$ cat src/rtl/jtl_pkg.sv
// Shared types, token codes, character constants and literal tables for the JSON lexer.
`default_nettype none

package jtl_pkg;

    localparam logic [3:0] TT_STRING   = 4'd0;
    localparam logic [3:0] TT_NUMBER   = 4'd1;
    localparam logic [3:0] TT_BOOLEAN  = 4'd2;
    localparam logic [3:0] TT_NULL     = 4'd3;
    localparam logic [3:0] TT_LBRACKET = 4'd4;
    localparam logic [3:0] TT_RBRACKET = 4'd5;
    localparam logic [3:0] TT_LBRACE   = 4'd6;
    localparam logic [3:0] TT_RBRACE   = 4'd7;
    localparam logic [3:0] TT_COLON    = 4'd8;
    localparam logic [3:0] TT_COMMA    = 4'd9;

    localparam logic [7:0] CH_QUOTE    = 8'h22;
    localparam logic [7:0] CH_MINUS    = 8'h2D;
    localparam logic [7:0] CH_LBRACKET = 8'h5B;
    localparam logic [7:0] CH_RBRACKET = 8'h5D;
    localparam logic [7:0] CH_LBRACE   = 8'h7B;
    localparam logic [7:0] CH_RBRACE   = 8'h7D;
    localparam logic [7:0] CH_COLON    = 8'h3A;
    localparam logic [7:0] CH_COMMA    = 8'h2C;
    localparam logic [7:0] CH_SPACE    = 8'h20;
    localparam logic [7:0] CH_TAB      = 8'h09;
    localparam logic [7:0] CH_CR       = 8'h0D;
    localparam logic [7:0] CH_ZERO     = 8'h30;
    localparam logic [7:0] CH_NINE     = 8'h39;
    localparam logic [7:0] CH_T        = 8'h74;
    localparam logic [7:0] CH_F        = 8'h66;
    localparam logic [7:0] CH_N        = 8'h6E;

    localparam logic [1:0] LIT_TRUE  = 2'd0;
    localparam logic [1:0] LIT_FALSE = 2'd1;
    localparam logic [1:0] LIT_NULL  = 2'd2;

    typedef struct packed {
        logic [3:0] token_type;
        logic [7:0] value_byte;
        logic       has_value_byte;
        logic       token_complete;
        logic       error_flag;
        logic       last_of_step;
    } t_result;

    // Length of each literal; unknown kind has length zero so it never matches.
    function automatic logic [2:0] lit_len(input logic [1:0] kind);
        logic [2:0] len;
        unique case (kind)
            LIT_TRUE:  len = 3'd4;
            LIT_FALSE: len = 3'd5;
            LIT_NULL:  len = 3'd4;
            default:   len = 3'd0;
        endcase
        return len;
    endfunction

    function automatic logic [7:0] lit_char(input logic [1:0] kind, input logic [2:0] pos);
        logic [7:0] ch;
        ch = 8'h00;
        unique case (kind)
            LIT_TRUE: begin
                unique case (pos)
                    3'd0:    ch = 8'h74;
                    3'd1:    ch = 8'h72;
                    3'd2:    ch = 8'h75;
                    3'd3:    ch = 8'h65;
                    default: ch = 8'h00;
                endcase
            end
            LIT_FALSE: begin
                unique case (pos)
                    3'd0:    ch = 8'h66;
                    3'd1:    ch = 8'h61;
                    3'd2:    ch = 8'h6C;
                    3'd3:    ch = 8'h73;
                    3'd4:    ch = 8'h65;
                    default: ch = 8'h00;
                endcase
            end
            LIT_NULL: begin
                unique case (pos)
                    3'd0:    ch = 8'h6E;
                    3'd1:    ch = 8'h75;
                    3'd2:    ch = 8'h6C;
                    3'd3:    ch = 8'h6C;
                    default: ch = 8'h00;
                endcase
            end
            default: ch = 8'h00;
        endcase
        return ch;
    endfunction

endpackage

`default_nettype wire

$ cat src/rtl/jtl_if.sv
// Valid/ready channel interfaces for the lexer byte input and token output.
`default_nettype none

interface jtl_in_if;
    logic       valid;
    logic       ready;
    logic [7:0] data_byte;
    logic       end_of_input;

    modport source (output valid, output data_byte, output end_of_input, input ready);
    modport sink (input valid, input data_byte, input end_of_input, output ready);
endinterface

interface jtl_out_if;
    logic       valid;
    logic       ready;
    logic [3:0] token_type;
    logic [7:0] value_byte;
    logic       has_value_byte;
    logic       token_complete;
    logic       error_flag;
    logic       last_of_step;

    modport source (output valid, output token_type, output value_byte,
                    output has_value_byte, output token_complete, output error_flag,
                    output last_of_step, input ready);
    modport sink (input valid, input token_type, input value_byte,
                  input has_value_byte, input token_complete, input error_flag,
                  input last_of_step, output ready);
endinterface

`default_nettype wire

$ cat src/rtl/jtl_core.sv
// Input register, lexer state and per-byte token decision logic.
`default_nettype none

module jtl_core
    import jtl_pkg::*;
(
    input  wire          i_clk,
    input  wire          i_rst_n,
    jtl_in_if.sink       i_in,
    input  wire          i_room,
    output logic [1:0]   o_push,
    output t_result      o_res0,
    output t_result      o_res1
);

    typedef enum logic [2:0] {
        MODE_IDLE    = 3'd0,
        MODE_STRING  = 3'd1,
        MODE_NUMBER  = 3'd2,
        MODE_LITERAL = 3'd3,
        MODE_FAILED  = 3'd4
    } t_mode;

    typedef struct packed {
        logic       emit;
        logic       lit;
        logic [1:0] kind;
        t_mode      mode;
        t_result    res;
    } t_fresh;

    logic       r_vld;
    logic [7:0] r_byte;
    logic       r_eoi;
    t_mode      r_mode;
    logic [1:0] r_kind;
    logic [2:0] r_pos;

    t_mode      n_mode;
    logic [1:0] n_kind;
    logic [2:0] n_pos;
    logic       take;
    logic [1:0] cnt;
    t_result    res0;
    t_result    res1;
    t_fresh     fr;
    logic [2:0] pos_inc;

    function automatic t_result err_res();
        t_result r;
        r = '0;
        r.error_flag = 1'b1;
        return r;
    endfunction

    function automatic t_result tok(input logic [3:0] tt, input logic [7:0] v,
                                    input logic hv, input logic comp);
        t_result r;
        r = '0;
        r.token_type     = tt;
        r.value_byte     = v;
        r.has_value_byte = hv;
        r.token_complete = comp;
        return r;
    endfunction

    // Handling of a byte seen between tokens.
    function automatic t_fresh fresh(input logic [7:0] c);
        t_fresh f;
        f = '0;
        f.mode = MODE_IDLE;
        if (c == CH_SPACE || (c >= CH_TAB && c <= CH_CR)) begin
            f.emit = 1'b0;
        end else if (c == CH_QUOTE) begin
            f.mode = MODE_STRING;
        end else if (c == CH_LBRACKET) begin
            f.emit = 1'b1;
            f.res  = tok(TT_LBRACKET, c, 1'b1, 1'b1);
        end else if (c == CH_RBRACKET) begin
            f.emit = 1'b1;
            f.res  = tok(TT_RBRACKET, c, 1'b1, 1'b1);
        end else if (c == CH_LBRACE) begin
            f.emit = 1'b1;
            f.res  = tok(TT_LBRACE, c, 1'b1, 1'b1);
        end else if (c == CH_RBRACE) begin
            f.emit = 1'b1;
            f.res  = tok(TT_RBRACE, c, 1'b1, 1'b1);
        end else if (c == CH_COLON) begin
            f.emit = 1'b1;
            f.res  = tok(TT_COLON, c, 1'b1, 1'b1);
        end else if (c == CH_COMMA) begin
            f.emit = 1'b1;
            f.res  = tok(TT_COMMA, c, 1'b1, 1'b1);
        end else if (c == CH_T || c == CH_F || c == CH_N) begin
            f.emit = 1'b1;
            f.lit  = 1'b1;
            f.mode = MODE_LITERAL;
            f.kind = (c == CH_T) ? LIT_TRUE : ((c == CH_F) ? LIT_FALSE : LIT_NULL);
            f.res  = tok((c == CH_N) ? TT_NULL : TT_BOOLEAN, c, 1'b1, 1'b0);
        end else if ((c >= CH_ZERO && c <= CH_NINE) || c == CH_MINUS) begin
            f.emit = 1'b1;
            f.mode = MODE_NUMBER;
            f.res  = tok(TT_NUMBER, c, 1'b1, 1'b0);
        end else begin
            f.emit = 1'b1;
            f.mode = MODE_FAILED;
            f.res  = err_res();
        end
        return f;
    endfunction

    assign take       = r_vld && i_room;
    assign i_in.ready = !r_vld || take;
    assign fr         = fresh(r_byte);
    assign pos_inc    = r_pos + 3'd1;

    always_comb begin
        n_mode = r_mode;
        n_kind = r_kind;
        n_pos  = r_pos;
        cnt    = 2'd0;
        res0   = '0;
        res1   = '0;
        if (r_eoi) begin
            unique case (r_mode)
                MODE_NUMBER: begin
                    cnt    = 2'd1;
                    res0   = tok(TT_NUMBER, 8'h00, 1'b0, 1'b1);
                    n_mode = MODE_IDLE;
                end
                MODE_STRING, MODE_LITERAL: begin
                    cnt    = 2'd1;
                    res0   = err_res();
                    n_mode = MODE_FAILED;
                end
                default: begin
                    cnt = 2'd0;
                end
            endcase
        end else begin
            unique case (r_mode)
                MODE_IDLE: begin
                    cnt    = {1'b0, fr.emit};
                    res0   = fr.res;
                    n_mode = fr.mode;
                    if (fr.lit) begin
                        n_kind = fr.kind;
                        n_pos  = 3'd1;
                    end
                end
                MODE_STRING: begin
                    cnt = 2'd1;
                    if (r_byte == CH_QUOTE) begin
                        res0   = tok(TT_STRING, 8'h00, 1'b0, 1'b1);
                        n_mode = MODE_IDLE;
                    end else begin
                        res0 = tok(TT_STRING, r_byte, 1'b1, 1'b0);
                    end
                end
                MODE_NUMBER: begin
                    res0 = '0;
                    if (r_byte >= CH_ZERO && r_byte <= CH_NINE) begin
                        cnt  = 2'd1;
                        res0 = tok(TT_NUMBER, r_byte, 1'b1, 1'b0);
                    end else begin
                        cnt    = fr.emit ? 2'd2 : 2'd1;
                        res0   = tok(TT_NUMBER, 8'h00, 1'b0, 1'b1);
                        res1   = fr.res;
                        n_mode = fr.mode;
                        if (fr.lit) begin
                            n_kind = fr.kind;
                            n_pos  = 3'd1;
                        end
                    end
                end
                MODE_LITERAL: begin
                    cnt = 2'd1;
                    if (r_pos >= lit_len(r_kind) || lit_char(r_kind, r_pos) != r_byte) begin
                        res0   = err_res();
                        n_mode = MODE_FAILED;
                    end else if (pos_inc == lit_len(r_kind)) begin
                        res0   = tok((r_kind == LIT_NULL) ? TT_NULL : TT_BOOLEAN,
                                     r_byte, 1'b1, 1'b1);
                        n_mode = MODE_IDLE;
                        n_pos  = 3'd0;
                    end else begin
                        res0  = tok((r_kind == LIT_NULL) ? TT_NULL : TT_BOOLEAN,
                                    r_byte, 1'b1, 1'b0);
                        n_pos = pos_inc;
                    end
                end
                default: begin
                    cnt = 2'd0;
                end
            endcase
        end
        if (cnt == 2'd1) begin
            res0.last_of_step = 1'b1;
        end
        if (cnt == 2'd2) begin
            res1.last_of_step = 1'b1;
        end
    end

    assign o_push = take ? cnt : 2'd0;
    assign o_res0 = res0;
    assign o_res1 = res1;

    always_ff @(posedge i_clk) begin
        if (!i_rst_n) begin
            r_vld  <= 1'b0;
            r_mode <= MODE_IDLE;
            r_kind <= LIT_TRUE;
            r_pos  <= 3'd0;
        end else begin
            if (i_in.valid && i_in.ready) begin
                r_vld <= 1'b1;
            end else if (take) begin
                r_vld <= 1'b0;
            end
            if (take) begin
                r_mode <= n_mode;
                r_kind <= n_kind;
                r_pos  <= n_pos;
            end
        end
    end

    always_ff @(posedge i_clk) begin
        if (i_in.valid && i_in.ready) begin
            r_byte <= i_in.data_byte;
            r_eoi  <= i_in.end_of_input;
        end
    end

    a_fail_sticky: assert property (@(posedge i_clk) disable iff (!i_rst_n)
        r_mode == MODE_FAILED |=> r_mode == MODE_FAILED)
        else $error("failed mode was left");

    a_two_only_after_number: assert property (@(posedge i_clk) disable iff (!i_rst_n)
        o_push == 2'd2 |-> o_res0.token_type == TT_NUMBER && o_res0.token_complete
                           && !o_res0.last_of_step && o_res1.last_of_step)
        else $error("two results without a number close");

    a_no_push_without_room: assert property (@(posedge i_clk) disable iff (!i_rst_n)
        o_push != 2'd0 |-> i_room && r_vld)
        else $error("push without room");

    a_failed_silent: assert property (@(posedge i_clk) disable iff (!i_rst_n)
        r_mode == MODE_FAILED |-> o_push == 2'd0)
        else $error("result after failure");

endmodule

`default_nettype wire

$ cat src/rtl/jtl_out_fifo.sv
// Small queue taking up to two token results per cycle, issuing one if ready.
`default_nettype none

module jtl_out_fifo
    import jtl_pkg::*;
#(
    parameter int DEPTH = 4
) (
    input  wire          i_clk,
    input  wire          i_rst_n,
    input  wire [1:0]    i_push,
    input  wire t_result i_res0,
    input  wire t_result i_res1,
    output logic         o_room,
    jtl_out_if.source    o_out
);

    localparam int PW = (DEPTH > 1) ? $clog2(DEPTH) : 1;
    localparam int CW = $clog2(DEPTH + 1);

    t_result         r_mem [DEPTH];
    logic [PW-1:0]   r_wr;
    logic [PW-1:0]   r_rd;
    logic [CW-1:0]   r_count;
    logic [PW-1:0]   wr_nxt;
    logic            pop;
    t_result         head;

    function automatic logic [PW-1:0] ptr_inc(input logic [PW-1:0] p);
        return (p == PW'(DEPTH - 1)) ? '0 : p + PW'(1);
    endfunction

    assign wr_nxt = ptr_inc(r_wr);
    assign pop    = o_out.valid && o_out.ready;
    assign o_room = r_count <= CW'(DEPTH - 2);
    assign head   = r_mem[r_rd];

    assign o_out.valid          = r_count != '0;
    assign o_out.token_type     = head.token_type;
    assign o_out.value_byte     = head.value_byte;
    assign o_out.has_value_byte = head.has_value_byte;
    assign o_out.token_complete = head.token_complete;
    assign o_out.error_flag     = head.error_flag;
    assign o_out.last_of_step   = head.last_of_step;

    always_ff @(posedge i_clk) begin
        if (!i_rst_n) begin
            r_wr    <= '0;
            r_rd    <= '0;
            r_count <= '0;
        end else begin
            if (i_push == 2'd1) begin
                r_wr <= wr_nxt;
            end else if (i_push == 2'd2) begin
                r_wr <= ptr_inc(wr_nxt);
            end
            if (pop) begin
                r_rd <= ptr_inc(r_rd);
            end
            r_count <= r_count + CW'(i_push) - CW'(pop);
        end
    end

    always_ff @(posedge i_clk) begin
        if (i_push != 2'd0) begin
            r_mem[r_wr] <= i_res0;
        end
        if (i_push == 2'd2) begin
            r_mem[wr_nxt] <= i_res1;
        end
    end

    a_count_bound: assert property (@(posedge i_clk) disable iff (!i_rst_n)
        r_count <= CW'(DEPTH))
        else $error("queue count overflow");

    a_push_fits: assert property (@(posedge i_clk) disable iff (!i_rst_n)
        i_push != 2'd0 |-> o_room)
        else $error("push into full queue");

    a_reset_empty: assert property (@(posedge i_clk)
        $past(!i_rst_n) |-> r_count == '0)
        else $error("queue not empty after reset");

endmodule

`default_nettype wire

$ cat src/rtl/json_token_lexer.sv
// Top level of the streaming JSON token lexer.
//
//  Channel  Dir  Handshake      Payload
//  i_in     in   valid/ready    data_byte[7:0], end_of_input
//  o_out    out  valid/ready    token_type[3:0], value_byte[7:0], has_value_byte,
//                               token_complete, error_flag, last_of_step
//
// One byte request per cycle while the result queue has room: a byte is held in the
// input register and its zero to two results go into the result queue as it is taken.
// Bytes that give two results (a number closed by a byte that gives its own result) take two output slots.
// The input register stalls while the result queue has fewer than two free entries.
// Synchronous active-low reset: lexer between tokens, queue empty, no clearing pass.
`default_nettype none

module json_token_lexer
    import jtl_pkg::*;
#(
    parameter int FIFO_DEPTH = 4
) (
    input  wire          i_clk,
    input  wire          i_rst_n,
    jtl_in_if.sink       i_in,
    jtl_out_if.source    o_out
);

    logic       room;
    logic [1:0] push;
    t_result    res0;
    t_result    res1;

    jtl_core u_core (
        .i_clk   (i_clk),
        .i_rst_n (i_rst_n),
        .i_in    (i_in),
        .i_room  (room),
        .o_push  (push),
        .o_res0  (res0),
        .o_res1  (res1)
    );

    jtl_out_fifo #(
        .DEPTH (FIFO_DEPTH)
    ) u_fifo (
        .i_clk   (i_clk),
        .i_rst_n (i_rst_n),
        .i_push  (push),
        .i_res0  (res0),
        .i_res1  (res1),
        .o_room  (room),
        .o_out   (o_out)
    );

endmodule

`default_nettype wire
$ cat src/flat_wrapper.sv
// flat-port wrapper written by rule: the top's interface ports become plain ports
module json_token_lexer_flat import jtl_pkg::*;
#(
    parameter int FIFO_DEPTH = 4
)
  (i_clk, i_rst_n, i_in_valid, i_in_data_byte, i_in_end_of_input, i_in_ready, o_out_valid, o_out_token_type, o_out_value_byte, o_out_has_value_byte, o_out_token_complete, o_out_error_flag, o_out_last_of_step, o_out_ready);
  jtl_in_if i_in_i ();
  jtl_out_if o_out_i ();
  input  wire i_clk;
  input  wire i_rst_n;
  input wire logic [$bits(i_in_i.valid)-1:0] i_in_valid;
  input wire logic [$bits(i_in_i.data_byte)-1:0] i_in_data_byte;
  input wire logic [$bits(i_in_i.end_of_input)-1:0] i_in_end_of_input;
  output wire logic [$bits(i_in_i.ready)-1:0] i_in_ready;
  output wire logic [$bits(o_out_i.valid)-1:0] o_out_valid;
  output wire logic [$bits(o_out_i.token_type)-1:0] o_out_token_type;
  output wire logic [$bits(o_out_i.value_byte)-1:0] o_out_value_byte;
  output wire logic [$bits(o_out_i.has_value_byte)-1:0] o_out_has_value_byte;
  output wire logic [$bits(o_out_i.token_complete)-1:0] o_out_token_complete;
  output wire logic [$bits(o_out_i.error_flag)-1:0] o_out_error_flag;
  output wire logic [$bits(o_out_i.last_of_step)-1:0] o_out_last_of_step;
  input wire logic [$bits(o_out_i.ready)-1:0] o_out_ready;
  assign i_in_i.valid = i_in_valid;
  assign i_in_i.data_byte = i_in_data_byte;
  assign i_in_i.end_of_input = i_in_end_of_input;
  assign i_in_ready = i_in_i.ready;
  assign o_out_valid = o_out_i.valid;
  assign o_out_token_type = o_out_i.token_type;
  assign o_out_value_byte = o_out_i.value_byte;
  assign o_out_has_value_byte = o_out_i.has_value_byte;
  assign o_out_token_complete = o_out_i.token_complete;
  assign o_out_error_flag = o_out_i.error_flag;
  assign o_out_last_of_step = o_out_i.last_of_step;
  assign o_out_i.ready = o_out_ready;
  json_token_lexer #(.FIFO_DEPTH(FIFO_DEPTH)) u_core (.i_clk(i_clk), .i_rst_n(i_rst_n), .i_in(i_in_i), .o_out(o_out_i));
endmodule
$ cat config.mk
export PLATFORM = sky130hd
export DESIGN_NAME = json_token_lexer_flat
export DESIGN_NICKNAME = d
export VERILOG_FILES = /design/src/rtl/jtl_pkg.sv /design/src/rtl/jtl_if.sv /design/src/rtl/jtl_core.sv /design/src/rtl/jtl_out_fifo.sv /design/src/rtl/json_token_lexer.sv /design/src/flat_wrapper.sv
export SDC_FILE = /design/constraint.sdc
export NUM_CORES = 1
export LEC_CHECK = 0
export ABC_AREA = 1
export BUFFER_PORTS_ARGS = -buffer_cell sky130_fd_sc_hd__buf_2
export CORE_MARGIN = 8
export CORE_UTILIZATION = 56
export DETAILED_ROUTE_END_ITERATION = 6
export GPL_TIMING_DRIVEN = 0
export PLACE_DENSITY = 0.82
export SYNTH_ARGS = -nofsm -noshare
export SYNTH_HDL_FRONTEND = slang
export SYNTH_SLANG_ARGS = --single-unit
export TNS_END_PERCENT = 30
$ cat constraint.sdc
create_clock -name i_clk -period 3.68 [get_ports i_clk]
set_clock_uncertainty 0.1 [all_clocks]
set_input_delay 0.736 -clock i_clk [delete_from_list [all_inputs] [get_ports i_clk]]
set_output_delay 0.736 -clock i_clk [all_outputs]
set_load 0.01 [all_outputs]
==> results of run 1 <==
timing repair:
item                                   in CTS  in global routing
endpoints found under the hold margin       0                  0
gates resized for setup                     4                 16
setup endpoints to repair                  59                 94
worst min path at each step:
stage | end | cells past startpoint | startpoint | slack (ns)
final | u_core.u_core.r_pos[1] | 2 | u_core.u_core.r_pos[1] | 0.41
after floorplan | u_core.u_core.r_pos[1] | 2 | u_core.u_core.r_pos[1] | 0.37
after detailed placement | u_core.u_core.r_pos[1] | 2 | u_core.u_core.r_pos[1] | 0.40
after global placement | u_core.u_fifo.r_rd[1] | 2 | u_core.u_fifo.r_rd[1] | 0.40
after global routing | u_core.u_core.r_eoi | 1 | i_in_end_of_input | 0.43
after CTS | u_core.u_core.r_pos[1] | 2 | u_core.u_core.r_pos[1] | 0.42
synthesized netlist by cell type (all sizes together):
library cell / number / share of area [%]
edfxtp: 73 / 38
ha: 22 / 4.8
a22oi: 4 / 0.52
nand3: 88 / 7.8
inv: 86 / 5.6
nor2: 97 / 7.3
a31oi: 1 / 0.11
nand4: 12 / 1.3
a21oi: 19 / 1.6
o2111ai: 1 / 0.15
mux2i: 4 / 0.69
clkinv: 2 / 0.15
dfxtp: 18 / 6.2
or2: 1 / 0.11
fa: 1 / 0.35
o21ai: 88 / 7.6
a32oi: 1 / 0.15
nand2: 170 / 11
nor3: 6 / 0.52
o211a: 1 / 0.17
o22ai: 17 / 1.8
o31ai: 2 / 0.35
clkbuf: 20 / 1.3
xor2: 3 / 0.58
o21bai: 1 / 0.13
buf: 13 / 1.1
o211ai: 4 / 0.52
cells by family (layout without fill, tap and decap cells):
logic type	count (synthesis)	count (layout)
simple gates	374	374
compound gates	139	139
buf+inv	121	168
flops	91	91
fa+ha+maj	23	23
mux	4	4
xor+xnor	3	3
layout make-up:
class	count	area (um2)	area share, %
clock inverter	5	35.03	0.5482
multi-input combinational	543	2815	44.05
timing repair buffer	32	180.2	2.819
sequential	91	2552	39.94
buffer	32	155.1	2.428
clock buffer	11	151.4	2.369
inverter	88	331.6	5.188
tap	136	170.2	2.662
power by group through the flow:
stage | combinational [uW] | sequential, uW | clock (uW)
after floorplan | 668 | 1270 | 0
after global placement | 959 | 1290 | 0
after detailed placement | 1000 | 1290 | 0
after CTS | 1010 | 1270 | 664
after global routing | 1150 | 1280 | 699
final | 1020 | 1270 | 659
worst max-delay path: cells and delay by family (launching register included):
family | cells | cell delay (ns)
flops | 1 | 0.37
buf+inv | 5 | 0.67
simple gates | 5 | 0.96
fa+ha+maj | 1 | 0.32
compound gates | 3 | 0.73
routing by layer:
metal | up-vias | part of all wire [%] | wire (um) | GRT usage, %
met5 | - | 0 | 0 | 0
met4 | 0 | 2.6 | 403 | 10.41
met3 | 40 | 6.9 | 1070 | 3.165
met2 | 267 | 49 | 7618 | 39.16
met1 | 2492 | 42 | 6470 | 26.40
li1 | 2633 | - | - | -
sequential cells by signal, summed over array words and instances, names as in the netlist, named ones only:
register / cells
u_core.u_core.r_vld: 1
u_core.u_fifo.r_mem: 64
u_core.u_core.r_mode: 3
u_core.u_core.r_pos: 3
u_core.u_fifo.r_wr: 2
u_core.u_fifo.r_count: 3
u_core.u_core.r_byte: 8
u_core.u_fifo.r_rd: 2
u_core.u_core.r_eoi: 1
u_core.u_core.r_kind: 2
placed cells by master, fill, tap and decap left out, types with 6 or more instances in the layout:
master and instances:
o21ai_1 14, inv_1 72, nand2_1 165, o22ai_1 17, nor3_1 6, a21oi_1 19
clkbuf_1 15, inv_2 14, ha_1 21, clkbuf_8 11, nor2_2 7, dfxtp_1 18
nand4_1 12, nand3_1 85, edfxtp_1 73, o21ai_0 70, nor2_1 85, buf_2 33
stage by stage:
stage	hold slack, ns	area, um2	setup slack, ns
6_report	0.4148	6391	0.2153
5_1_grt	0.4264	6391	0.01160
4_1_cts	0.4196	6360	0.01507
3_5_place_dp	0.4042	6158	-0.1465
3_3_place_gp	0.3952	6113	-1.091
2_1_floorplan	0.3718	5793	0.1253
==> impl_metrics.prom, run 1 <==
# TYPE chip_impl_metric gauge
chip_impl_metric{name="finish.cell_count_without_fillers",unit=""} 938
chip_impl_metric{name="ctsLongestPathBuffers",unit=""} 2
chip_impl_info{name="clock_tree_from_tritoncts",value="yes"} 1
chip_impl_metric{name="htree_num_levels",unit=""} 3
chip_impl_metric{name="worstMarginPinSlew",unit="ns"} 0.7272
chip_impl_metric{name="dp_cells",unit=""} 923
chip_impl_metric{name="placement_rows",unit=""} 37
chip_impl_metric{name="ratio_of_cells_with_drive_above_1_in_the_final_layout",unit="%"} 13.09
chip_impl_metric{name="synth.avg_cell_area",unit="um2"} 7.673
chip_impl_info{name="dominant_combinational_cell_family_by_area_after_synthesis",value="simple AND/OR/NAND/NOR gates"} 1
chip_impl_metric{name="p_int",unit="uW"} 1832
chip_impl_metric{name="yosys.area_share.xor_xnor",unit="%"} 0.5832
chip_impl_metric{name="groute.usage.overall",unit="%"} 22.31
chip_impl_info{name="violations",value="design-rule violations"} 1
chip_impl_metric{name="buffer_count_from_post_cts_setup_fixing",unit=""} 0
chip_impl_info{name="critical_path.slowest_cell",value="o21ai_2"} 1
chip_impl_metric{name="max_cap_violations",unit=""} 0
chip_impl_metric{name="final-hold-violation-count",unit=""} 0
chip_impl_metric{name="synthCells",unit=""} 755
chip_impl_metric{name="die-width",unit="um"} 117.7
chip_impl_metric{name="cts_hold_buffers",unit=""} 0
chip_impl_metric{name="utilization",unit="%"} 62.75
chip_impl_metric{name="synth.cell_area",unit="um2"} 5793
chip_impl_info{name="timing.hold.worst.class",value="reg2reg"} 1
chip_impl_metric{name="area_enclosed_by_the_die_boundary",unit="um2"} 13860
chip_impl_info{name="endpoint_kind",value="flop"} 1
chip_impl_metric{name="switching_power",unit="uW"} 1118
chip_impl_metric{name="first_global_vias",unit=""} 5212
chip_impl_metric{name="antenna_diode_count",unit=""} 0
chip_impl_info{name="grt_setup_unrepaired",value="false"} 1
chip_impl_metric{name="maxSlewViolCount",unit=""} 0
chip_impl_metric{name="drc",unit=""} 7
chip_impl_metric{name="detail_route.first_pass.iterations",unit=""} 7
chip_impl_metric{name="top_level_ports",unit=""} 31
chip_impl_metric{name="worst_ir_drop_vdd",unit="mV"} 0.2236
chip_impl_info{name="startpoint_type",value="flop"} 1
chip_impl_metric{name="multiplexer_share_of_the_synthesized_area",unit="%"} 0.6911
chip_impl_info{name="worstSetupPathType",value="reg2reg"} 1
chip_impl_metric{name="final.period_utilization",unit="%"} 94.15
chip_impl_metric{name="powerDensity",unit="nW/um2"} 461.6
chip_impl_metric{name="ys_ff_latch",unit=""} 91
chip_impl_metric{name="r2r_slack",unit="ns"} 0.22
chip_impl_metric{name="coreArea",unit="um2"} 10180
chip_impl_metric{name="insertion_delay",unit="ns"} 0.37
chip_impl_metric{name="fraction_of_power_consumed_by_sequential_logic",unit="%"} 43.0
chip_impl_metric{name="gp_routability_congestion",unit=""} 0.9609
chip_impl_metric{name="achievable-frequency",unit="MHz"} 288.6
chip_impl_metric{name="vias",unit=""} 5432
chip_impl_metric{name="cts.reportedPaths.clkPinSlew",unit="ns"} 0.09
chip_impl_metric{name="tmin_final",unit="ns"} 3.465
chip_impl_metric{name="synth.distinct_cells",unit=""} 40
chip_impl_metric{name="r2r.worst_path.cells",unit=""} 14
chip_impl_metric{name="syn-num-nets",unit=""} 791
chip_impl_metric{name="flow.area_growth_from_synthesis",unit="%"} 10.32
chip_impl_metric{name="crit_required",unit="ns"} 3.66
chip_impl_metric{name="area_share_of_and_or_nand_nor_cells_after_synthesis",unit="%"} 28.23
chip_impl_metric{name="clock_power_share",unit="%"} 22.3
chip_impl_metric{name="grt_first_pass_wirelength",unit="mm"} 25.35
chip_impl_metric{name="switching_share",unit="%"} 37.90
chip_impl_metric{name="synth-compound-area-share",unit="%"} 13.17
chip_impl_metric{name="1st_iter_drt_viols",unit=""} 505
chip_impl_metric{name="finalNetCount",unit=""} 833
chip_impl_info{name="clock_tree_root",value="clkbuf_8"} 1
chip_impl_metric{name="final_antenna_net_count",unit=""} 0
chip_impl_metric{name="detail_route.wl_per_cell",unit="um"} 16.59
chip_impl_metric{name="antenna_found_initial",unit=""} 0
chip_impl_metric{name="share_comb_of_total_power",unit="%"} 34.6
chip_impl_info{name="reg_to_reg_startpoint",value="u_core.u_core.r_byte[1]"} 1
chip_impl_info{name="outcome",value="finished, violations left"} 1
chip_impl_metric{name="place.detailed.hpwl",unit="mm"} 11.64
chip_impl_info{name="cp-startpoint",value="u_core.u_core.r_byte[1]"} 1
chip_impl_info{name="crit_path_end",value="u_core.u_fifo.r_mem[0][11]"} 1
chip_impl_metric{name="starting_density_of_the_core",unit="%"} 56.88
chip_impl_metric{name="worst_path_largest_cell_delay",unit="ns"} 0.48
chip_impl_info{name="crit_chain",value="buf_4, nor2_2, o21ai_0, o2111ai_1, nand2_1, nor2_4, inv_2, nor2_4, inv_2, nor2_1, inv_1, ha_1, o21ai_2, buf_8"} 1
chip_impl_metric{name="fillCellCount",unit=""} 896
chip_impl_metric{name="port_buffers",unit=""} 30
chip_impl_metric{name="die_height",unit="um"} 117.7
chip_impl_info{name="critical_path.reg2reg.endpoint",value="u_core.u_fifo.r_mem[0][11]"} 1
chip_impl_metric{name="total_power",unit="uW"} 2950
chip_impl_metric{name="timing.slew.headroom",unit="%"} 51.34
chip_impl_metric{name="vias_per_cell",unit=""} 5.791
chip_impl_metric{name="timing.setup.tns",unit="ns"} 0
chip_impl_metric{name="p_leak",unit="uW"} 0.002796
chip_impl_metric{name="setup_violations",unit=""} 0
chip_impl_metric{name="number_of_clock_sinks_seen_by_cts",unit=""} 91
chip_impl_metric{name="cts_made_buffers",unit=""} 9
chip_impl_metric{name="yosysSeqAreaShare",unit="%"} 44.06
chip_impl_metric{name="worst-path-max-fanout",unit=""} 10
chip_impl_metric{name="count_of_yosys_warnings_during_synthesis",unit=""} 0
chip_impl_metric{name="grt_overflow",unit=""} 0
chip_impl_metric{name="grt_max_degree",unit=""} 17
chip_impl_metric{name="worstPathArrival",unit="ns"} 3.45
chip_impl_metric{name="wirelength",unit="mm"} 15.56
chip_impl_metric{name="post_synth_fa_ha_maj_area_fraction",unit="%"} 5.097
Power figures use the tool's default switching activity.
==> run 2: changes to the inputs <==
--- a/config.mk
+++ b/config.mk
@@ -8,10 +8,10 @@
 export ABC_AREA = 1
 export BUFFER_PORTS_ARGS = -buffer_cell sky130_fd_sc_hd__buf_2
 export CORE_MARGIN = 8
-export CORE_UTILIZATION = 56
+export CORE_UTILIZATION = 45
 export DETAILED_ROUTE_END_ITERATION = 6
 export GPL_TIMING_DRIVEN = 0
-export PLACE_DENSITY = 0.82
+export PLACE_DENSITY = 0.69
 export SYNTH_ARGS = -nofsm -noshare
 export SYNTH_HDL_FRONTEND = slang
 export SYNTH_SLANG_ARGS = --single-unit
==> impl_metrics.prom, run 2 (synthesized netlist as in run 1, its figures left out) <==
# TYPE chip_impl_metric gauge
chip_impl_metric{name="worst-path-max-fanout",unit=""} 11
chip_impl_metric{name="drc",unit=""} 0
chip_impl_metric{name="worstPathArrival",unit="ns"} 3.37
chip_impl_metric{name="antenna_diode_count",unit=""} 0
chip_impl_metric{name="placement_rows",unit=""} 41
chip_impl_metric{name="ctsLongestPathBuffers",unit=""} 2
chip_impl_metric{name="vias_per_cell",unit=""} 5.418
chip_impl_metric{name="first_global_vias",unit=""} 5081
chip_impl_metric{name="total_power",unit="uW"} 3173
chip_impl_metric{name="p_leak",unit="uW"} 0.002850
chip_impl_metric{name="worst_ir_drop_vdd",unit="mV"} 0.2476
chip_impl_metric{name="finalNetCount",unit=""} 838
chip_impl_info{name="gr-max-usage-layer",value="met2"} 1
chip_impl_metric{name="powerDensity",unit="nW/um2"} 484.2
chip_impl_metric{name="cts_made_buffers",unit=""} 9
chip_impl_metric{name="grt_use_met1",unit="%"} 24.52
chip_impl_metric{name="maxSlewViolCount",unit=""} 0
chip_impl_metric{name="starting_density_of_the_core",unit="%"} 45.91
chip_impl_metric{name="worst_path_largest_cell_delay",unit="ns"} 0.48
chip_impl_metric{name="insertion_delay",unit="ns"} 0.36
chip_impl_metric{name="die-width",unit="um"} 129.5
chip_impl_metric{name="final.period_utilization",unit="%"} 92.69
chip_impl_metric{name="timing.setup.tns",unit="ns"} 0
chip_impl_metric{name="grtUsageMet2",unit="%"} 32.75
chip_impl_metric{name="max_cap_violations",unit=""} 0
chip_impl_metric{name="area_enclosed_by_the_die_boundary",unit="um2"} 16760
chip_impl_metric{name="top_level_ports",unit=""} 31
chip_impl_metric{name="final_antenna_net_count",unit=""} 0
chip_impl_info{name="outcome",value="complete, no violations"} 1
chip_impl_info{name="commonest_cells_after_routing_fill_and_taps_aside",value="nand2_1, nand3_1, nor2_1"} 1
chip_impl_metric{name="cts.reportedPaths.clkPinSlew",unit="ns"} 0.07
chip_impl_metric{name="tmin_final",unit="ns"} 3.411
chip_impl_info{name="startpoint_type",value="flop"} 1
chip_impl_info{name="clock_tree_root",value="clkbuf_16"} 1
chip_impl_metric{name="die_height",unit="um"} 129.5
chip_impl_info{name="largest_registers",value="u_core.u_fifo.r_mem: 64 flops, u_core.u_core.r_byte: 8 flops"} 1
chip_impl_metric{name="ratio_of_cells_with_drive_above_1_in_the_final_layout",unit="%"} 13.15
chip_impl_metric{name="grt_first_pass_wirelength",unit="mm"} 25.50
chip_impl_metric{name="wirelength",unit="mm"} 15.96
chip_impl_info{name="cpLargestDelayFamily",value="simple AND/OR/NAND/NOR gates"} 1
chip_impl_metric{name="cts_hold_buffers",unit=""} 0
chip_impl_metric{name="place.detailed.hpwl",unit="mm"} 11.69
chip_impl_metric{name="port_buffers",unit=""} 30
chip_impl_metric{name="fillCellCount",unit=""} 1276
chip_impl_info{name="endpoint_kind",value="flop"} 1
chip_impl_metric{name="htree_num_levels",unit=""} 3
chip_impl_metric{name="detail_route.wl_per_cell",unit="um"} 16.32
chip_impl_metric{name="timing.slew.headroom",unit="%"} 50.63
chip_impl_metric{name="setup_violations",unit=""} 0
chip_impl_info{name="largest-register",value="u_core.u_fifo.r_mem"} 1
chip_impl_metric{name="vias",unit=""} 5299
chip_impl_metric{name="final-hold-violation-count",unit=""} 0
chip_impl_info{name="worstSetupPathType",value="reg2reg"} 1
chip_impl_metric{name="detail_route.first_pass.iterations",unit=""} 6
chip_impl_metric{name="coreArea",unit="um2"} 12620
chip_impl_metric{name="achievable-frequency",unit="MHz"} 293.2
chip_impl_info{name="crit_chain",value="nor2_2, inv_1, nor2_2, nand3_1, inv_1, nor2_4, inv_2, o21ai_0, o211ai_1, nand2_1, ha_1, nand2_1, clkbuf_2, clkbuf_4, o21ai_2"} 1
chip_impl_metric{name="gr-usage-met3",unit="%"} 4.026
chip_impl_metric{name="groute.usage.overall",unit="%"} 19.56
chip_impl_info{name="clock_tree_from_tritoncts",value="yes"} 1
chip_impl_metric{name="antenna_found_initial",unit=""} 0
chip_impl_info{name="critical_path.slowest_cell",value="edfxtp_1"} 1
chip_impl_metric{name="flow.area_growth_from_synthesis",unit="%"} 13.11
chip_impl_metric{name="gp_routability_congestion",unit=""} 0.9347
chip_impl_metric{name="grt_max_degree",unit=""} 17
chip_impl_metric{name="number_of_clock_sinks_seen_by_cts",unit=""} 91
chip_impl_metric{name="crit_required",unit="ns"} 3.64
chip_impl_metric{name="grt_overflow",unit=""} 0
chip_impl_metric{name="cp_buf_inv_count",unit=""} 5
chip_impl_metric{name="largest_register_ff_count",unit=""} 64
chip_impl_info{name="timing.hold.worst.class",value="reg2reg"} 1
chip_impl_info{name="layout_commonest_cell",value="nand2_1"} 1
chip_impl_metric{name="1st_iter_drt_viols",unit=""} 594
chip_impl_metric{name="worstMarginPinSlew",unit="ns"} 0.7378
## run 2: report_power, final
part           total (uW)  switching [uW]  leakage, uW  internal, uW
sequential           1270            55.3     0.000830          1210
combinational        1030             690      0.00190           338
clock                 876             417     0.000125           460
total                3170            1160      0.00285          2010
## run 2: area by class of cell
class	instances	area [um2]	area share, %
inverters	88	331.6	5.060
well taps	172	215.2	3.284
flip-flops and latches	91	2552	38.95
clock inverters	6	48.80	0.7447
multi-input cells	544	2816	42.98
repair buffers	36	210.2	3.208
clock buffers	9	225.2	3.437
plain buffers	32	152.6	2.330
## run 2: worst paths after layout
path	from	slack, ns	endpoint	cells after the start
setup reg to reg	u_core.u_core.r_byte[6]	0.27	u_core.u_fifo.r_mem[2][0]	15
hold reg to reg	u_core.u_core.r_pos[1]	0.41	u_core.u_core.r_pos[1]	2
hold / removal	u_core.u_core.r_pos[1]	0.41	u_core.u_core.r_pos[1]	2
setup / recovery	u_core.u_core.r_byte[6]	0.27	u_core.u_fifo.r_mem[2][0]	15
## run 2: worst reg2reg max path, delay by kind of cell (launching register included)
family | cells | cell delay, ns
and+or+nand+nor | 6 | 0.94
buffers and inverters | 5 | 0.90
DFF | 1 | 0.48
AOI/OAI and AO/OA | 3 | 0.43
adders and majority gates | 1 | 0.26
## run 2: metal layers
layer	wire, um	share of wire [%]
met5	0	0
met4	354	2.2
met3	1096	6.9
met2	7584	48
met1	6922	43
## run 2: stage by stage
step                      worst slack [ns]  util (%)  instance area, um2  cells  hold slack (ns)
after global placement              -1.252     48.80                6158    957           0.4014
final                               0.2692     51.92                6553    978           0.4130
after floorplan                     0.1253         -                5793    755           0.3718
after detailed placement           -0.1356     49.16                6203    959           0.4044
after CTS                          0.02671     51.45                6492    973           0.4141
after global routing             -0.001897     51.92                6553    978           0.4434
## run 2: repair_timing
item	in CTS	in global routing
endpoints found under the setup margin	59	93
pin swaps	0	1
resized for setup	4	13
gates cloned	0	1
buffers inserted	0	4
==> run 3: changes to the inputs <==
--- a/config.mk
+++ b/config.mk
@@ -12,6 +12,7 @@
 export DETAILED_ROUTE_END_ITERATION = 6
 export GPL_TIMING_DRIVEN = 0
 export PLACE_DENSITY = 0.69
+export REMOVE_ABC_BUFFERS = 1
 export SYNTH_ARGS = -nofsm -noshare
 export SYNTH_HDL_FRONTEND = slang
 export SYNTH_SLANG_ARGS = --single-unit
==> impl_metrics.prom, run 3 (synthesized netlist as in run 1, its figures left out) <==
# TYPE chip_impl_metric gauge
chip_impl_metric{name="worstMarginPinSlew",unit="ns"} 0.9295
chip_impl_metric{name="place.detailed.hpwl",unit="mm"} 11.17
chip_impl_metric{name="ctsLongestPathBuffers",unit=""} 2
chip_impl_metric{name="worstPathArrival",unit="ns"} 3.44
chip_impl_metric{name="antenna_diode_count",unit=""} 0
chip_impl_metric{name="grt_max_degree",unit=""} 47
chip_impl_metric{name="finalNetCount",unit=""} 822
chip_impl_info{name="launch_point_of_the_worst_hold_path",value="u_core.u_fifo.r_rd[1]"} 1
chip_impl_metric{name="switching_power",unit="uW"} 1128
chip_impl_info{name="layout_commonest_cell",value="nand2_1"} 1
chip_impl_metric{name="max_cap_violations",unit=""} 0
chip_impl_metric{name="cts.reportedPaths.clkPinSlew",unit="ns"} 0.06
chip_impl_metric{name="worst-path-max-fanout",unit=""} 21
chip_impl_metric{name="htree_num_levels",unit=""} 3
chip_impl_metric{name="tmin_final",unit="ns"} 3.490
chip_impl_metric{name="minimum_setup_slack_in_the_final_design",unit="ns"} 0.1901
chip_impl_metric{name="p_leak",unit="uW"} 0.002869
chip_impl_metric{name="finish.cell_count_without_fillers",unit=""} 963
chip_impl_info{name="reg_to_reg_startpoint",value="u_core.u_core.r_byte[3]"} 1
chip_impl_metric{name="maxSlewViolCount",unit=""} 0
chip_impl_metric{name="die-width",unit="um"} 129.5
chip_impl_metric{name="cts_made_buffers",unit=""} 9
chip_impl_info{name="startpoint_type",value="flop"} 1
chip_impl_info{name="cp-startpoint",value="u_core.u_core.r_byte[3]"} 1
chip_impl_info{name="largest-register",value="u_core.u_fifo.r_mem"} 1
chip_impl_metric{name="vias",unit=""} 5397
chip_impl_info{name="largest_registers",value="u_core.u_fifo.r_mem: 64 flops, u_core.u_core.r_byte: 8 flops"} 1
chip_impl_metric{name="largest_register_ff_count",unit=""} 64
chip_impl_metric{name="multi_input_area",unit="um2"} 2844
chip_impl_metric{name="top_level_ports",unit=""} 31
chip_impl_metric{name="antenna_found_initial",unit=""} 0
chip_impl_metric{name="number_of_clock_sinks_seen_by_cts",unit=""} 91
chip_impl_metric{name="fillCellCount",unit=""} 1226
chip_impl_metric{name="die_height",unit="um"} 129.5
chip_impl_metric{name="total_power",unit="uW"} 3274
chip_impl_metric{name="drc",unit=""} 0
chip_impl_info{name="commonest_cells_after_routing_fill_and_taps_aside",value="nand2_1, nand3_1, nor2_1"} 1
chip_impl_metric{name="insertion_delay",unit="ns"} 0.34
chip_impl_metric{name="final-hold-violation-count",unit=""} 0
chip_impl_metric{name="achievable-frequency",unit="MHz"} 286.5
chip_impl_metric{name="grt_first_pass_wirelength",unit="mm"} 25.57
chip_impl_metric{name="coreArea",unit="um2"} 12620
chip_impl_metric{name="p_int",unit="uW"} 2146
chip_impl_metric{name="1st_iter_drt_viols",unit=""} 717
chip_impl_metric{name="fin_hold_ws",unit="ns"} 0.4129
chip_impl_metric{name="area_enclosed_by_the_die_boundary",unit="um2"} 16760
chip_impl_metric{name="flow.area_growth_from_synthesis",unit="%"} 14.47
chip_impl_metric{name="worst_ir_drop_vdd",unit="mV"} 0.6091
chip_impl_info{name="clock_tree_from_tritoncts",value="yes"} 1
chip_impl_metric{name="final_antenna_net_count",unit=""} 0
chip_impl_metric{name="sequential_cell_area",unit="um2"} 2554
chip_impl_metric{name="grt_overflow",unit=""} 0
chip_impl_metric{name="placement_rows",unit=""} 41
chip_impl_metric{name="dp_cells",unit=""} 928
chip_impl_metric{name="share_comb_of_total_power",unit="%"} 29.0
chip_impl_metric{name="ratio_of_cells_with_drive_above_1_in_the_final_layout",unit="%"} 15.04
chip_impl_info{name="endpoint_kind",value="flop"} 1
chip_impl_metric{name="powerDensity",unit="nW/um2"} 493.8
chip_impl_metric{name="timing.slew.headroom",unit="%"} 37.96
chip_impl_metric{name="cts_hold_buffers",unit=""} 0
chip_impl_info{name="timing.hold.worst.class",value="reg2reg"} 1
chip_impl_metric{name="port_buffers",unit=""} 30
chip_impl_metric{name="crit_required",unit="ns"} 3.63
chip_impl_metric{name="starting_density_of_the_core",unit="%"} 45.91
chip_impl_metric{name="vias_per_cell",unit=""} 5.604
chip_impl_metric{name="wirelength",unit="mm"} 16.12
chip_impl_metric{name="detail_route.first_pass.iterations",unit=""} 5
chip_impl_metric{name="final.period_utilization",unit="%"} 94.83
chip_impl_metric{name="fraction_of_power_consumed_by_sequential_logic",unit="%"} 40.6
chip_impl_metric{name="switching_share",unit="%"} 34.45
chip_impl_metric{name="gp_routability_congestion",unit=""} 0.9416
chip_impl_metric{name="clock_power_share",unit="%"} 30.3
chip_impl_metric{name="groute.usage.overall",unit="%"} 19.37
chip_impl_info{name="worstSetupPathType",value="reg2reg"} 1
chip_impl_info{name="outcome",value="complete, no violations"} 1
chip_impl_metric{name="dp_worst_setup_slack",unit="ns"} -0.3004
chip_impl_metric{name="first_global_vias",unit=""} 5114
chip_impl_metric{name="setup_violations",unit=""} 0
chip_impl_metric{name="detail_route.wl_per_cell",unit="um"} 16.74
chip_impl_info{name="clock_tree_root",value="clkbuf_16"} 1
## run 3: cell types whose count changed in the layout (fill, tap and decap cells not counted), moves of 3 or more
cell	before	now
clkbuf_1	15	0
buf_4	8	16
buf_2	34	30
clkbuf_2	4	0
inv_1	73	69
buf_1	3	0
clkinvlp_4	3	6
nand2_1	165	162
nand2_4	1	4
## run 3: power by group through the flow
stage / clock [uW] / combinational (uW) / sequential [uW]
final: 993 / 951 / 1330
after global routing: 1040 / 1070 / 1340
after CTS: 1010 / 919 / 1330
after detailed placement: 0 / 914 / 1350
after global placement: 0 / 870 / 1350
after floorplan: 0 / 606 / 1300
## run 3: final cells by class
class | instances | share of cell area (%)
timing repair buffer | 50 | 4.981
clock buffer | 9 | 3.396
timing repair inverter | 3 | 0.3019
clock inverter | 7 | 1.453
sequential | 91 | 38.51
inverter | 88 | 5.226
multi-input combinational | 543 | 42.89
tap | 172 | 3.245
## run 3: critical path, stage by stage (launching register included)
cell and delay (ns):
edfxtp_1 0.61, nand2_2 0.16, o2111ai_1 0.31, nand2_1 0.11, nor2_2 0.25, inv_2 0.10
o21ai_0 0.15, o211ai_1 0.15, nand2_1 0.18, ha_2 0.37, nand2_4 0.24, o21ai_4 0.23
buf_8 0.21
## run 3: layer usage
metal / GRT usage (%) / routed length, um
met4: 7.992 / 505
met3: 4.191 / 1146
met1: 23.77 / 6957
met5: 0 / 0
met2: 32.38 / 7510
## run 3: repair_timing
item	in CTS	in global routing
endpoints found under the setup margin	111	129
setup buffers	0	16
pin swaps	0	1
resized for setup	2	19
cloned	0	3
## run 3: worst paths after layout
path / end / slack, ns / cells past startpoint
max: u_core.u_fifo.r_mem[0][1] / 0.19 / 12
min: u_core.u_fifo.r_rd[1] / 0.41 / 2
max reg2reg: u_core.u_fifo.r_mem[0][1] / 0.19 / 12
min reg2reg: u_core.u_fifo.r_rd[1] / 0.41 / 2
## run 3: stage by stage
| stage | area [um2] | setup TNS [ns] | util [%] |
|---|---|---|---|
| 2_1_floorplan | 5652 | 0 | - |
| 3_3_place_gp | 6017 | -108.08 | 47.68 |
| 3_5_place_dp | 6092 | -17.85 | 48.27 |
| 4_1_cts | 6417 | -10.79 | 50.85 |
| 5_1_grt | 6631 | -0.02706 | 52.55 |
| 6_report | 6631 | 0 | 52.55 |
